$ cat src/sv/pcg_pkg.sv
package pcg_pkg;

	localparam int unsigned STATE_W = 64;
	localparam int unsigned WORD_W = 32;
	localparam int unsigned STREAM_W = 63;
	localparam int unsigned CFG_INDEX_W = 1;

	localparam logic [STATE_W-1:0] LCG_MULT = 64'h5851_F42D_4C95_7F2D;
	localparam logic [STATE_W-1:0] LCG_STATE_RESET = 64'd0;
	localparam logic [STATE_W-1:0] LCG_INCREMENT_RESET = 64'd1;

	localparam int unsigned XSH_SHIFT = 18;
	localparam int unsigned XSH_DROP = 27;
	localparam int unsigned ROT_LSB = 59;

	localparam logic [CFG_INDEX_W-1:0] CFG_SEED_VALUE = 1'b0;
	localparam logic [CFG_INDEX_W-1:0] CFG_STREAM_SELECT = 1'b1;

	typedef enum logic [1:0] {
		OP_SEED = 2'd0,
		OP_RESTORE = 2'd1,
		OP_RAW = 2'd2,
		OP_BOUNDED = 2'd3
	} opcode_t;

	typedef enum logic [1:0] {
		STATUS_OK = 2'd0,
		STATUS_EVEN_INCREMENT = 2'd1,
		STATUS_ZERO_BOUND = 2'd2
	} status_t;

	typedef enum logic [3:0] {
		S_IDLE,
		S_MUL_LL,
		S_MUL_HL,
		S_MUL_LH,
		S_ACC,
		S_ADD,
		S_SEED_ADD,
		S_THRESH,
		S_CHECK,
		S_REDUCE,
		S_DONE
	} seq_state_t;

endpackage

$ cat src/sv/pcg32_random_generator.sv
// Restore and zero-bound requests go from acceptance straight to the done state. A raw draw
// runs one LCG step; a seed request runs two with the seed add between. A bounded draw computes
// the threshold, then steps until a candidate is not below it, then the final remainder.
// The block takes one request at a time; the 32x32 multiplier serves every LCG step and the
// one-bit-per-cycle divider both remainders. Reset loads state 0 and increment 1.
module pcg32_random_generator (
	input  logic                                    clk,
	input  logic                                    arst_n,
	input  logic                                    cfg_write_en,
	input  logic [pcg_pkg::CFG_INDEX_W-1:0]         cfg_index,
	input  logic [pcg_pkg::STATE_W-1:0]             cfg_data,
	input  logic                                    in_valid,
	output logic                                    in_ready,
	input  pcg_pkg::opcode_t                        opcode,
	input  logic [pcg_pkg::STATE_W-1:0]             restore_state,
	input  logic [pcg_pkg::STATE_W-1:0]             restore_increment,
	input  logic [pcg_pkg::WORD_W-1:0]              upper_bound,
	output logic                                    out_valid,
	input  logic                                    out_ready,
	output logic [pcg_pkg::WORD_W-1:0]              random_value,
	output pcg_pkg::status_t                        status
);
	import pcg_pkg::*;

	seq_state_t state_q, state_d;

	logic [STATE_W-1:0]  seed_value_q;
	logic [STREAM_W-1:0] stream_select_q;
	logic [STATE_W-1:0]  lcg_state_q;
	logic [STATE_W-1:0]  lcg_increment_q;

	opcode_t             op_q;
	logic                seed_second_q;
	logic [WORD_W-1:0]   bound_q;
	logic [WORD_W-1:0]   thresh_q;
	logic [WORD_W-1:0]   cand_q;
	logic [WORD_W-1:0]   value_q;
	status_t             status_q;

	logic [STATE_W-1:0]  prod_q;
	logic [STATE_W-1:0]  acc_q;

	logic [WORD_W-1:0]   div_rem_q;
	logic [WORD_W-1:0]   div_quo_q;
	logic [4:0]          div_cnt_q;

	logic                out_valid_q;
	logic [WORD_W-1:0]   random_value_q;
	status_t             status_out_q;

	logic                accept;
	logic                out_free;
	logic [WORD_W-1:0]   mul_a;
	logic [WORD_W-1:0]   mul_b;
	logic [STATE_W-1:0]  mul_p;
	logic [STATE_W-1:0]  xsh;
	logic [WORD_W-1:0]   xs;
	logic [4:0]          rot;
	logic [2*WORD_W-1:0] rot_pair;
	logic [WORD_W-1:0]   perm;
	logic [WORD_W:0]     div_shift;
	logic [WORD_W+1:0]   div_diff;
	logic [WORD_W-1:0]   div_rem_next;
	logic                div_last;

	assign accept = in_valid && in_ready;
	assign out_free = !out_valid_q || out_ready;
	assign in_ready = (state_q == S_IDLE);

	// XSH-RR permutation of the state before the step.
	assign xsh = (lcg_state_q ^ (lcg_state_q >> XSH_SHIFT)) >> XSH_DROP;
	assign xs = xsh[WORD_W-1:0];
	assign rot = lcg_state_q[STATE_W-1:ROT_LSB];
	assign rot_pair = {xs, xs} >> rot;
	assign perm = rot_pair[WORD_W-1:0];

	always_comb begin
		unique case (state_q)
			S_MUL_HL: begin
				mul_a = lcg_state_q[STATE_W-1:WORD_W];
				mul_b = LCG_MULT[WORD_W-1:0];
			end
			S_MUL_LH: begin
				mul_a = lcg_state_q[WORD_W-1:0];
				mul_b = LCG_MULT[STATE_W-1:WORD_W];
			end
			default: begin
				mul_a = lcg_state_q[WORD_W-1:0];
				mul_b = LCG_MULT[WORD_W-1:0];
			end
		endcase
	end

	assign mul_p = {{WORD_W{1'b0}}, mul_a} * {{WORD_W{1'b0}}, mul_b};

	// Restoring remainder step, one dividend bit per cycle.
	assign div_shift = {div_rem_q, div_quo_q[WORD_W-1]};
	assign div_diff = {1'b0, div_shift} - {2'b00, bound_q};
	assign div_rem_next = div_diff[WORD_W+1] ? div_shift[WORD_W-1:0] : div_diff[WORD_W-1:0];
	assign div_last = (div_cnt_q == 5'd31);

	always_ff @(posedge clk or negedge arst_n) begin
		if (!arst_n) begin
			state_q <= S_IDLE;
		end else begin
			state_q <= state_d;
		end
	end

	always_comb begin
		state_d = state_q;
		unique case (state_q)
			S_IDLE: begin
				if (accept) begin
					unique case (opcode)
						OP_SEED:    state_d = S_MUL_LL;
						OP_RESTORE: state_d = S_DONE;
						OP_RAW:     state_d = S_MUL_LL;
						OP_BOUNDED: state_d = (upper_bound == '0) ? S_DONE : S_THRESH;
					endcase
				end
			end
			S_MUL_LL: state_d = S_MUL_HL;
			S_MUL_HL: state_d = S_MUL_LH;
			S_MUL_LH: state_d = S_ACC;
			S_ACC:    state_d = S_ADD;
			S_ADD: begin
				unique case (op_q)
					OP_SEED:    state_d = seed_second_q ? S_DONE : S_SEED_ADD;
					OP_BOUNDED: state_d = S_CHECK;
					default:    state_d = S_DONE;
				endcase
			end
			S_SEED_ADD: state_d = S_MUL_LL;
			S_THRESH: begin
				if (div_last) begin
					state_d = S_MUL_LL;
				end
			end
			S_CHECK:  state_d = (cand_q >= thresh_q) ? S_REDUCE : S_MUL_LL;
			S_REDUCE: begin
				if (div_last) begin
					state_d = S_DONE;
				end
			end
			S_DONE: begin
				if (out_free) begin
					state_d = S_IDLE;
				end
			end
			default: state_d = S_IDLE;
		endcase
	end

	always_ff @(posedge clk or negedge arst_n) begin
		if (!arst_n) begin
			seed_value_q <= '0;
			stream_select_q <= '0;
		end else if (cfg_write_en) begin
			unique case (cfg_index)
				CFG_SEED_VALUE:    seed_value_q <= cfg_data;
				CFG_STREAM_SELECT: stream_select_q <= cfg_data[STREAM_W-1:0];
			endcase
		end
	end

	always_ff @(posedge clk or negedge arst_n) begin
		if (!arst_n) begin
			lcg_state_q <= LCG_STATE_RESET;
			lcg_increment_q <= LCG_INCREMENT_RESET;
		end else begin
			unique case (state_q)
				S_IDLE: begin
					if (accept && opcode == OP_SEED) begin
						lcg_state_q <= '0;
						lcg_increment_q <= {stream_select_q, 1'b1};
					end else if (accept && opcode == OP_RESTORE && restore_increment[0]) begin
						lcg_state_q <= restore_state;
						lcg_increment_q <= restore_increment;
					end
				end
				S_ADD:      lcg_state_q <= acc_q + lcg_increment_q;
				S_SEED_ADD: lcg_state_q <= lcg_state_q + seed_value_q;
				default: begin
				end
			endcase
		end
	end

	always_ff @(posedge clk) begin
		unique case (state_q)
			S_IDLE: begin
				if (accept) begin
					op_q <= opcode;
					bound_q <= upper_bound;
					seed_second_q <= 1'b0;
					value_q <= '0;
					status_q <= STATUS_OK;
					div_rem_q <= '0;
					div_quo_q <= '0 - upper_bound;
					div_cnt_q <= '0;
					if (opcode == OP_RESTORE && !restore_increment[0]) begin
						status_q <= STATUS_EVEN_INCREMENT;
					end else if (opcode == OP_BOUNDED && upper_bound == '0) begin
						status_q <= STATUS_ZERO_BOUND;
					end
				end
			end
			S_MUL_LL: begin
				prod_q <= mul_p;
				cand_q <= perm;
			end
			S_MUL_HL: begin
				acc_q <= prod_q;
				prod_q <= mul_p;
			end
			S_MUL_LH: begin
				acc_q[STATE_W-1:WORD_W] <= acc_q[STATE_W-1:WORD_W] + prod_q[WORD_W-1:0];
				prod_q <= mul_p;
			end
			S_ACC: begin
				acc_q[STATE_W-1:WORD_W] <= acc_q[STATE_W-1:WORD_W] + prod_q[WORD_W-1:0];
			end
			S_ADD: begin
				if (op_q == OP_RAW) begin
					value_q <= cand_q;
				end
			end
			S_SEED_ADD: begin
				seed_second_q <= 1'b1;
			end
			S_THRESH: begin
				div_rem_q <= div_rem_next;
				div_quo_q <= div_quo_q << 1;
				div_cnt_q <= div_cnt_q + 5'd1;
				if (div_last) begin
					thresh_q <= div_rem_next;
				end
			end
			S_CHECK: begin
				div_rem_q <= '0;
				div_quo_q <= cand_q;
				div_cnt_q <= '0;
			end
			S_REDUCE: begin
				div_rem_q <= div_rem_next;
				div_quo_q <= div_quo_q << 1;
				div_cnt_q <= div_cnt_q + 5'd1;
				if (div_last) begin
					value_q <= div_rem_next;
				end
			end
			default: begin
			end
		endcase
	end

	always_ff @(posedge clk or negedge arst_n) begin
		if (!arst_n) begin
			out_valid_q <= 1'b0;
		end else if (state_q == S_DONE && out_free) begin
			out_valid_q <= 1'b1;
		end else if (out_ready) begin
			out_valid_q <= 1'b0;
		end
	end

	always_ff @(posedge clk) begin
		if (state_q == S_DONE && out_free) begin
			random_value_q <= value_q;
			status_out_q <= status_q;
		end
	end

	assign out_valid = out_valid_q;
	assign random_value = random_value_q;
	assign status = status_out_q;

`ifndef NO_ASSERTIONS
	a_increment_odd: assert property (@(posedge clk) disable iff (!arst_n)
		lcg_increment_q[0])
		else $error("Generator increment became even.");

	a_accept_leaves_idle: assert property (@(posedge clk) disable iff (!arst_n)
		accept |=> state_q != S_IDLE)
		else $error("Accepted request did not start the sequencer.");

	a_error_value_zero: assert property (@(posedge clk) disable iff (!arst_n)
		out_valid_q && status_out_q != STATUS_OK |-> random_value_q == '0)
		else $error("Rejected request returned a nonzero value.");

	a_remainder_below_bound: assert property (@(posedge clk) disable iff (!arst_n)
		state_q == S_THRESH || state_q == S_REDUCE |-> div_rem_q < bound_q)
		else $error("Divider remainder reached the bound.");

	a_done_loads_output: assert property (@(posedge clk) disable iff (!arst_n)
		state_q == S_DONE && out_free |=> out_valid_q && state_q == S_IDLE)
		else $error("Finished request was not presented.");
`endif

endmodule

$ cat config.mk
export PLATFORM = sky130hd
export DESIGN_NAME = pcg32_random_generator
export DESIGN_NICKNAME = d
export VERILOG_FILES = /design/src/sv/pcg_pkg.sv /design/src/sv/pcg32_random_generator.sv
export SDC_FILE = /design/constraint.sdc
export NUM_CORES = 2
export LEC_CHECK = 0
export BUFFER_PORTS_ARGS = -buffer_cell sky130_fd_sc_hd__buf_2
export CAP_MARGIN = 10
export CORE_MARGIN = 4
export CORE_UTILIZATION = 30
export CTS_CLUSTER_SIZE = 28
export DETAILED_ROUTE_END_ITERATION = 7
export PLACE_DENSITY = 0.42
export SETUP_SLACK_MARGIN = 0.2
export SYNTH_ARGS = -nofsm -noshare
export SYNTH_HDL_FRONTEND = slang
export SYNTH_SLANG_ARGS = --single-unit
$ cat constraint.sdc
create_clock -name clk -period 21.1 [get_ports clk]
set_input_delay 2.11 -clock clk [delete_from_list [all_inputs] [get_ports clk]]
set_output_delay 2.11 -clock clk [all_outputs]
set_load 0.05 [all_outputs]
==> impl_metrics.ini <==
[outcome]
status = finished clean

[min_path]
hold_path.class = flip-flop to flip-flop

[floorplan]
die_area_um2 = 209000
start_util_pct = 30.2
die_w_um = 457
coreArea_um2 = 200000
ios = 268
rows = 164
die-height_um = 457

[layout]
num-nets-final = 7726
final_common_cell = inv_1
fillCellCount = 20700
layout_common_cells = inv_1, ha_1, fa_1
fin_util_pct = 33.8
fin_cells = 9032
drive_gt1_share_pct = 10.9
syn2layout_area_growth_pct = 11.9

[clocking]
cts_buffer_depth = 3
path_clk_slew_ps = 60
postCtsResizedCells = 0
post_cts_buffers = 0
cts_hold_buf = 0
clock_latency_ps = 730
cts_inserted_buffers = 76
cts.sinks = 624
htree_levels = 3
cts_tree = yes
cts_root_buffer = clkbuf_16

[grt]
grt_antenna_before_repair = 9
grt-ovfl-total = 0
grt_pass1_wl_mm = 332
grt_max_degree = 88
grt_usage_pct = 21.5
grt_pass1_vias = 47300

[timing]
rsz0062_at_grt = no
maxSlewViolCount = 0
max_slew_margin_pct = 25.2
setup_viol = 0
period_share_pct = 52.1
tns_ps = 0
fin_skew_ps = 54.7
worstMarginPinSlew_ps = 1100
post-route-min-period_ps = 11000
hold_viol = 0
max_freq_mhz = 90.9

[synth]
syn_avg_cell_area_um2 = 9.89
ys_ff_latch = 624
ys_seq_area_share_pct = 28.9
yosysWarnings = 0
ys_types = 101
netlist_area_um2 = 60400
synth_cells = 6103
async_flop_share_pct = 41.7
synth_edf_count = 364
synth-main-ff-cell = edfxtp_1

[setup_path]
max_stage_delay_ps = 980
r2r_end = prod_q[61]
cp-endpoint = prod_q[61]
reg2regPathDepth = 27
worst-r2r-setup-slack_ps = 10100
cp-end-kind = flip-flop
start_kind = flip-flop
r2r_start = state_q[1]
cp.buffers_inverters = 5
required_ps = 21560
critPathArrivalTime_ps = 11460
critPathMaxFanout = 34
slowest_stage = mux2i_2
worst-path-stages = 27
critPathTopFamily = adder cells
cp_common_cell = fa_1
worstSetupStartpoint = state_q[1]
path_class = flip-flop to flip-flop

[routing]
drt_iter0_drc = 3558
vias = 46000
first_pass_iters = 6
routed_via_density = 5.10
post_drt_wl_per_cell_um = 25.3
antenna_left = 0
finalWirelength_mm = 228
drc_errors = 0

[placement]
placedCellCount = 8891
place_hpwl_mm = 188
gp_congestion = 0.926
io_buffers = 267

[flow_run]
drv_cap = 0
[routing by layer]
| metal | part of all wire (%) | vias to the layer above | global-route usage, % | wire, um |
|---|---|---|---|---|
| li1 | - | 21400 | - | - |
| met1 | 46 | 23300 | 30.3 | 106000 |
| met2 | 46 | 1166 | 34.9 | 106000 |
| met3 | 4.5 | 233 | 2.50 | 10300 |
| met4 | 2.9 | 0 | 6.11 | 6520 |
| met5 | 0 | - | 0 | 0 |
[sequential cells by signal (all words and copies together), names as in the netlist]
register,cells
lcg_increment_q,64
stream_select_q,63
random_value,32
div_rem_q,32
seed_second_q,1
lcg_state_q,64
state_q,4
value_q,32
out_valid,1
div_cnt_q,5
seed_value_q,64
thresh_q,32
status,2
div_quo_q,32
acc_q,64
status_q,2
op_q,2
prod_q,64
cand_q,32
bound_q,32
[stage by stage]
step,area [um2],setup slack [ps],hold WS [ps]
after floorplan,60500,11470,400
after global placement,64900,9670,403
after detailed placement,64900,10100,406
after CTS,67600,10080,419
after global routing,67600,9650,423
final,67600,10100,416
[layout make-up]
cell class	count	area [um2]	area share (%)
clock inverter	45	658	0.974
tap	2656	3320	4.92
timing repair buffer	336	1870	2.77
antenna	4	10.0	0.0148
multi-input combinational	4349	38800	57.4
inverter	926	3480	5.14
sequential	624	17400	25.8
clock buffer	92	2010	2.98
[worst min-delay path by stage]
stage	start	to	cells after the start
after floorplan	value_q[0]	random_value[0]	0
after global placement	status_q[0]	status[0]	0
after detailed placement	value_q[16]	random_value[16]	0
after CTS	value_q[20]	random_value[20]	0
after global routing	value_q[19]	random_value[19]	0
final	value_q[20]	random_value[20]	0
[cells in the mapped netlist (all sizes together) (15+ instances only)]
master	instances	area, um2
a211oi	32	250
a21o	194	1470
a21oi	369	1850
a221o	23	230
a221oi	28	258
a22oi	34	255
a31oi	38	244
and2	34	213
and3	44	275
buf	32	166
clkbuf	201	754
dfrtp	259	6480
edfxtp	364	10900
fa	536	10700
ha	645	8070
inv	921	3460
mux2	154	1730
mux2i	122	1220
nand2	423	1590
nand2b	35	241
nand3	57	285
nand4	49	307
nor2	339	1270
nor2b	40	250
nor3	72	365
nor4	16	115
o211ai	15	113
o21a	27	203
o21ai	394	1970
o21bai	41	312
o22ai	81	507
xnor2	175	1530
xor2	123	1080
[worst register-to-register path: stages (launching register included)]
cell and delay [ps]:
dfrtp_1 610, nor2b_1 310, and2_4 600, mux2i_2 1000, inv_1 730, fa_1 720
inv_1 50, fa_1 510, fa_1 520, fa_1 510, inv_1 50, fa_1 550
fa_1 430, fa_1 490, inv_1 50, fa_1 470, inv_1 40, ha_1 430
nand4_1 200, nor3_1 330, o21ai_0 200, o21ai_0 410, o31ai_1 220, o41a_1 480
nor3_1 330, nand2_1 150, o211ai_1 260, xor2_1 100
[kinds of logic after synthesis]
kind of cell	after synthesis	share of synthesized area, %
compound gates	1394	14.5
xor+xnor	298	4.32
other cells	2	0.0124
buf+inv	1159	7.28
simple gates	1166	8.87
fa+ha+maj	1181	31.1
mux	279	5.01
flops	624	28.9
Power is not shown: default switching activity piles up to over one toggle a cycle in this logic, so the estimate is an artifact.
